===== src/sv/lif_pkg.sv =====
// Package for the leaky integrate-and-fire neuron array.
// Holds sizes, register indexes, clamp limits and the per-channel state type.
// Depends on nothing; every other file of the block imports it.
package lif_pkg;

    localparam int CHANNELS = 64;
    localparam int CH_W     = 6;
    localparam int ADDR_W   = (CHANNELS > 1) ? $clog2(CHANNELS) : 1;
    localparam int SAMPLE_W = 16;
    localparam int MEM_W    = 24;
    localparam int CFG_W    = 16;
    localparam int CFG_IDX_W = 4;

    // Configuration register indexes.
    localparam logic [CFG_IDX_W-1:0] REG_LEAK_FACTOR    = 4'd0;
    localparam logic [CFG_IDX_W-1:0] REG_FIRE_THRESHOLD = 4'd1;

    // Register reset values and clamps.
    localparam logic [CFG_W-1:0] LEAK_RESET   = 16'd58982;
    localparam logic [CFG_W-1:0] THRESH_RESET = 16'd256;
    localparam logic [CFG_W-1:0] ALPHA_MAX    = 16'd65529;

    // Saturation limits of the membrane, at the width of the update sum.
    localparam int SUM_W = 27;
    localparam logic signed [SUM_W-1:0] MEM_MAX = 27'sd8388607;
    localparam logic signed [SUM_W-1:0] MEM_MIN = -27'sd8388608;

    // Rounding offset for the Q16.24 leak product.
    localparam logic signed [41:0] LEAK_ROUND = 42'sd32768;

    // State of one neuron channel as stored in the memory.
    typedef struct packed {
        logic                    spike;
        logic signed [MEM_W-1:0] membrane;
    } t_nrn_state;

endpackage


===== src/sv/lif_core.sv =====
// Membrane update of one neuron for one time step: leak, integrate, soft
// reset, saturate and threshold compare. Pure combinational logic.
// Depends on lif_pkg.
module lif_core (
    input  logic signed [lif_pkg::SAMPLE_W-1:0] i_sample,
    input  lif_pkg::t_nrn_state                 i_old,
    input  logic [lif_pkg::CFG_W-1:0]           i_alpha,
    input  logic [lif_pkg::CFG_W-1:0]           i_thresh,
    output lif_pkg::t_nrn_state                 o_new
);
    import lif_pkg::*;

    logic signed [40:0]      prod;
    logic signed [41:0]      rnd;
    logic signed [25:0]      leaked;
    logic signed [16:0]      th_s;
    logic signed [SUM_W-1:0] sum;
    logic signed [MEM_W-1:0] v_sat;

    assign th_s = $signed({1'b0, i_thresh});
    assign prod = 41'(i_old.membrane) * 41'($signed({1'b0, i_alpha}));
    // Round to nearest with ties upward, then floor by an arithmetic shift.
    assign rnd    = 42'(prod) + LEAK_ROUND;
    assign leaked = $signed(rnd[41:16]);
    assign sum    = 27'(leaked) + 27'(i_sample) - (i_old.spike ? 27'(th_s) : 27'sd0);

    always_comb begin
        if (sum > MEM_MAX) begin
            v_sat = MEM_MAX[MEM_W-1:0];
        end else if (sum < MEM_MIN) begin
            v_sat = MEM_MIN[MEM_W-1:0];
        end else begin
            v_sat = sum[MEM_W-1:0];
        end
    end

    assign o_new.membrane = v_sat;
    assign o_new.spike    = (v_sat >= 24'(th_s));

endmodule


===== src/sv/lif_neuron_array_unit.sv =====
// Top level of the leaky integrate-and-fire neuron array.
// Holds the configuration registers, the channel state memory and the
// two-stage pipeline around lif_core. Depends on lif_pkg and lif_core.
//
// Usage:
// The input channel carries one beat per neuron time step: a signed Q8.8
// sample, the channel index and a first-step flag that makes the channel
// start from a zero membrane and no previous spike. A beat is taken at a
// clock edge where i_in_valid is high and o_in_stall is low. Every input
// beat produces exactly one output beat carrying the spike bit and the
// channel index, taken where o_out_valid is high and i_out_stall is low.
// o_out_valid rises once the beat has passed the compute stage and has been
// loaded into the output register, which waits while the output stalls.
// Throughput is one beat per cycle while the receiver does not stall; it is
// set by the state memory, which has one read and one write per cycle: it is
// read as a beat is taken and written as the beat leaves the compute stage,
// with a bypass so a channel may repeat on consecutive beats.
// When the receiver stalls, the output register holds its beat, the one
// beat in the compute stage waits, and o_in_stall rises once both are full.
// The configuration channel (index, data) is always ready; write it only
// while the block is idle. Clamping of alpha and the threshold is applied
// when a register is written.
// Synchronous active-low reset restores the register defaults and clears
// the per-channel valid bits, so every channel reads as zero state at once;
// no clearing pass is needed.
module lif_neuron_array_unit (
    input  logic                                 i_clk,
    input  logic                                 i_rst_n,
    input  logic                                 i_in_valid,
    output logic                                 o_in_stall,
    input  logic signed [lif_pkg::SAMPLE_W-1:0]  i_sample_value,
    input  logic [lif_pkg::CH_W-1:0]             i_channel,
    input  logic                                 i_first_step,
    output logic                                 o_out_valid,
    input  logic                                 i_out_stall,
    output logic                                 o_spike,
    output logic [lif_pkg::CH_W-1:0]             o_out_channel,
    input  logic                                 i_cfg_valid,
    output logic                                 o_cfg_ready,
    input  logic [lif_pkg::CFG_IDX_W-1:0]        i_cfg_index,
    input  logic [lif_pkg::CFG_W-1:0]            i_cfg_data
);
    import lif_pkg::*;

    // Configuration registers, stored already clamped.
    logic [CFG_W-1:0] r_alpha;
    logic [CFG_W-1:0] r_thresh;

    // Channel state memory and its valid bits.
    t_nrn_state mem [CHANNELS];
    logic [CHANNELS-1:0] r_vld;

    // Compute stage.
    logic                       r_s1_valid;
    logic signed [SAMPLE_W-1:0] r_s1_sample;
    logic [CH_W-1:0]            r_s1_ch;
    logic                       r_s1_first;
    t_nrn_state                 r_rd;
    logic                       r_rd_vld;

    // Output register.
    logic            r_o_valid;
    logic            r_o_spike;
    logic [CH_W-1:0] r_o_ch;

    logic            out_ready;
    logic            s1_ready;
    logic            in_take;
    logic            s1_in_range;
    logic            wr_en;
    logic [ADDR_W-1:0] wr_addr;
    logic [ADDR_W-1:0] rd_addr;
    logic            bypass;
    t_nrn_state      old_state;
    t_nrn_state      new_state;

    assign o_cfg_ready = 1'b1;

    always_ff @(posedge i_clk) begin
        if (!i_rst_n) begin
            r_alpha  <= LEAK_RESET;
            r_thresh <= THRESH_RESET;
        end else if (i_cfg_valid) begin
            unique case (i_cfg_index)
                REG_LEAK_FACTOR: begin
                    r_alpha <= (i_cfg_data > ALPHA_MAX) ? ALPHA_MAX : i_cfg_data;
                end
                REG_FIRE_THRESHOLD: begin
                    r_thresh <= (i_cfg_data == '0) ? CFG_W'(1) : i_cfg_data;
                end
                default: begin
                end
            endcase
        end
    end

    // Handshake: the output register frees when empty or taken; the compute
    // stage moves on whenever the output register can load.
    assign out_ready  = !r_o_valid || !i_out_stall;
    assign s1_ready   = !r_s1_valid || out_ready;
    assign o_in_stall = !s1_ready;
    assign in_take    = i_in_valid && s1_ready;

    assign s1_in_range = (32'(r_s1_ch) < CHANNELS);
    assign wr_en       = r_s1_valid && out_ready && s1_in_range;
    assign wr_addr     = ADDR_W'(r_s1_ch);
    assign rd_addr     = ADDR_W'(i_channel);
    // A beat that repeats the channel being written this cycle takes the
    // new state directly instead of the stale memory word.
    assign bypass      = wr_en && (wr_addr == rd_addr);

    always_ff @(posedge i_clk) begin
        if (wr_en) begin
            mem[wr_addr] <= new_state;
        end
        if (in_take) begin
            r_rd <= bypass ? new_state : mem[rd_addr];
        end
    end

    always_ff @(posedge i_clk) begin
        if (!i_rst_n) begin
            r_vld <= '0;
        end else if (wr_en) begin
            r_vld[wr_addr] <= 1'b1;
        end
    end

    always_ff @(posedge i_clk) begin
        if (!i_rst_n) begin
            r_s1_valid <= 1'b0;
        end else if (s1_ready) begin
            r_s1_valid <= i_in_valid;
        end
    end

    always_ff @(posedge i_clk) begin
        if (in_take) begin
            r_s1_sample <= i_sample_value;
            r_s1_ch     <= i_channel;
            r_s1_first  <= i_first_step;
            r_rd_vld    <= bypass || r_vld[rd_addr];
        end
    end

    // A first step, or a channel never written since reset, starts from zero.
    always_comb begin
        if (r_s1_first || !r_rd_vld) begin
            old_state = '0;
        end else begin
            old_state = r_rd;
        end
    end

    lif_core u_core (
        .i_sample (r_s1_sample),
        .i_old    (old_state),
        .i_alpha  (r_alpha),
        .i_thresh (r_thresh),
        .o_new    (new_state)
    );

    always_ff @(posedge i_clk) begin
        if (!i_rst_n) begin
            r_o_valid <= 1'b0;
        end else if (out_ready) begin
            r_o_valid <= r_s1_valid;
        end
    end

    always_ff @(posedge i_clk) begin
        if (out_ready && r_s1_valid) begin
            r_o_spike <= s1_in_range && new_state.spike;
            r_o_ch    <= r_s1_ch;
        end
    end

    assign o_out_valid   = r_o_valid;
    assign o_spike       = r_o_spike;
    assign o_out_channel = r_o_ch;

endmodule


===== config.mk =====
export PLATFORM = sky130hd
export DESIGN_NAME = lif_neuron_array_unit
export DESIGN_NICKNAME = d
export VERILOG_FILES = /design/src/sv/lif_pkg.sv /design/src/sv/lif_core.sv /design/src/sv/lif_neuron_array_unit.sv
export SDC_FILE = /design/constraint.sdc
export NUM_CORES = 2
export LEC_CHECK = 0
export BUFFER_PORTS_ARGS = -buffer_cell sky130_fd_sc_hd__buf_4
export CAP_MARGIN = 25
export CORE_MARGIN = 5
export CORE_UTILIZATION = 60
export CTS_CLUSTER_DIAMETER = 50
export DETAILED_ROUTE_END_ITERATION = 8
export GPL_TIMING_DRIVEN = 0
export PLACE_DENSITY_LB_ADDON = 0.2
export SLEW_MARGIN = 20
export SYNTH_ARGS = -nofsm -noshare
export SYNTH_HDL_FRONTEND = slang
export SYNTH_HIERARCHICAL = 1
export SYNTH_SLANG_ARGS = --single-unit

===== constraint.sdc =====
create_clock -name i_clk -period 16.55 [get_ports i_clk]
set_input_delay 2.4825 -clock i_clk [delete_from_list [all_inputs] [get_ports i_clk]]
set_output_delay 2.4825 -clock i_clk [all_outputs]
set_load 0.01 [all_outputs]

==> flow_metrics.env <==
export IMPL_critPathKind="reg -> reg"
export IMPL_cts_num_sinks=1754
export IMPL_worstSetupStartpoint="r_s1_first"
export IMPL_wirelength_um=232000
export IMPL_yosys_warnings=6
export IMPL_design_core_area_mm2=0.140
export IMPL_grt_max_degree=67
export IMPL_routedWlPerCell_um=29.6
export IMPL_cp_slowest_cell="a2111oi_1"
export IMPL_cpMostUsedCell="fa_1"
export IMPL_die_height_um=385
export IMPL_dp_slack_ns=1.34
export IMPL_synth_area_top_cells="edfxtp_1 (59%), fa_1 (9.4%), mux4_2 (4.8%)"
export IMPL_drc=0
export IMPL_async_reset_ff_frac=0
export IMPL_syn_avg_cell_area_um2=15.4
export IMPL_dp_hpwl_um=165000
export IMPL_critical_path_max_stage_delay_ns=0.76
export IMPL_max_slew_margin=0.212
export IMPL_ctsResizeCount=0
export IMPL_grtUsageTotal=0.318
export IMPL_ant_nets=0
export IMPL_ys_ff_latch=1754
export IMPL_synth_cells=5497
export IMPL_dieArea_mm2=0.148
export IMPL_fin_nets=6443
export IMPL_rrSetupSlack_ns=1.24
export IMPL_drv_slew=0
export IMPL_layout_drive_gt1_share=0.169
export IMPL_grt_first_pass_wirelength_um=341000
export IMPL_fin_setup_tns_ns=0
export IMPL_syn2layout_area_growth_pct=13.3
export IMPL_peakVddDrop_uv=817
export IMPL_drt_iter0_markers=5602
export IMPL_finalHoldViolations=0
export IMPL_htree_levels=4
export IMPL_layout_setup_ws_ns=1.24
export IMPL_cp_start_kind="register"
export IMPL_synth_top_cell_area_share=0.589
export IMPL_rows=137
export IMPL_grt_overflow=0
export IMPL_hold_path_class="reg -> reg"
export IMPL_numPortBuffers=55
export IMPL_worst_pin_slew_ns=1.17
export IMPL_period_needed_ns=15.31
export IMPL_period_share=0.925
export IMPL_yosys_cell_count_top_type="edfxtp_1"
export IMPL_cts_hold_fix_buffers=0
export IMPL_synth_ff_type="edfxtp_1"
export IMPL_yosys_area_top_type="edfxtp_1"
export IMPL_endpoint_kind="register"
export IMPL_vias=49900
export IMPL_critPathArrivalTime_ns=15.75
export IMPL_reg2reg_from="r_s1_first"
export IMPL_hold_start="r_vld[30]"
export IMPL_cts_buffers_inserted=174
export IMPL_worstPathMaxFanout=34
export IMPL_clkTransAtPathRegs_ns=0.06
export IMPL_postCtsSetupRepairBufs=0
export IMPL_ys_types=87
export IMPL_syn_area_mm2=0.0845
export IMPL_finalSetupViolCount=0
export IMPL_clk_latency_ns=0.82
export IMPL_vias_per_cell=6.36
export IMPL_timing_hold_ws_ns=0.463
export IMPL_grt_pass1_vias=50700
export IMPL_ys_top_cells_by_count="edfxtp_1 (1656), inv_1 (515), fa_1 (396), mux2i_1 (342), nand2_1 (313)"
export IMPL_holdPathStages=1
export IMPL_drv_cap=0
export IMPL_run_status="finished, final reports clean"
export IMPL_p_leak_nw=34.9
export IMPL_root_buffer="clkbuf_16"
export IMPL_r2r_end="r_rd[24]"
export IMPL_synth_edf_count=1656
export IMPL_power_density_mw_per_mm2=236
export IMPL_firstDrtPassIters=6
export IMPL_r2r_cells=49
export IMPL_worst_clock_skew_ns=0.0451
export IMPL_routabilityCongestion=0.965
export IMPL_rsz0062_at_grt="false"
export IMPL_die_w_um=385
export IMPL_start_util=0.605
export IMPL_max_freq_ghz=0.0653
export IMPL_grt_antenna_before_repair=14
export IMPL_syn_nets=6113
export IMPL_clockBufferDepth=3
export IMPL_cts_tree="done"
export IMPL_hold_end="r_vld[30]"
export IMPL_ioPinCount=58
export IMPL_crit_required_ns=16.99
export IMPL_ys_seq_area_frac=0.612
[flip-flops by register name, summed over array words and instances, names as in the netlist, 6 cells and up]
name and flops:
mem 1600, o_out_channel 6, r_alpha 16, r_rd 25, r_s1_ch 6, r_s1_sample 16, r_thresh 16, r_vld 64
[cell families (layout without fill, tap and decap cells)]
logic type,count (synthesis),count (layout),share of synthesized area
flip-flops,1754,1754,0.612
AND/OR/NAND/NOR,933,933,0.0562
buffers and inverters,795,1263,0.0381
multiplexers,709,709,0.113
AO/OA/AOI/OAI,678,678,0.0549
adder cells (fa/ha/maj),568,568,0.119
XOR/XNOR,59,59,0.00612
other,1,3,0.0000444
[area by class of cell]
| class | count | area [µm²] |
|---|---|---|
| Multi-Input combinational cell | 2948 | 30400 |
| Antenna cell | 2 | 5.00 |
| Buffer | 278 | 1280 |
| Fill cell | 9317 | 44000 |
| Tap cell | 1876 | 2350 |
| Sequential cell | 1754 | 51700 |
| Clock inverter | 97 | 808 |
| Timing Repair Buffer | 154 | 2560 |
| Clock buffer | 217 | 4630 |
| Inverter | 517 | 1940 |
[worst max path at each step]
stage	endpoint	slack, ns
6_report	r_rd[24]	1.24
3_3_place_gp	r_rd[24]	-3.45
3_5_place_dp	r_rd[24]	1.34
2_1_floorplan	mem[0][24]	3.24
4_1_cts	r_rd[24]	1.31
5_1_grt	r_rd[24]	0.54
[layout by cell type, fill, tap and decap left out, drive strengths merged, types with 129 or more instances in the layout]
master,instances
clkbuf,370
ha,172
and2,258
buf,279
nand2,313
nor2,129
mux2i,342
edfxtp,1656
fa,396
mux2,188
mux4,179
inv,527
[layer usage]
layer | routed length [µm] | track usage | vias to the layer above
met5 | 65 | 0 | -
met4 | 11700 | 0.136 | 8
met3 | 23000 | 0.0651 | 543
met2 | 110000 | 0.511 | 2725
met1 | 86800 | 0.429 | 25600
li1 | - | - | 21000
[report_power, final]
part / total (mW) / switching, mW / internal [mW]
clock: 3.80 / 1.67 / 2.13
sequential: 9.31 / 0.0269 / 9.28
combinational: 9.46 / 7.26 / 2.21
[critical path: cells and delay by family, from the launching register on]
family | cells | cell delay, ns
compound gates | 19 | 4.89
fa+ha+maj | 10 | 4.47
buf+inv | 11 | 2.59
simple gates | 8 | 2.31
flops | 1 | 0.35
xor+xnor | 1 | 0.27
[metrics by stage]
stage / total power [mW] / instances / utilization / area (µm²)
3_5_place_dp: 18.6 / 7526 / 0.646 / 90200
4_1_cts: 22.4 / 7840 / 0.685 / 95600
3_3_place_gp: 17.5 / 7428 / 0.624 / 87200
6_report: 22.6 / 7843 / 0.685 / 95700
2_1_floorplan: 13.7 / 5497 / - / 84500
5_1_grt: 23.2 / 7841 / 0.685 / 95700
(Power assumes the default switching activity.)
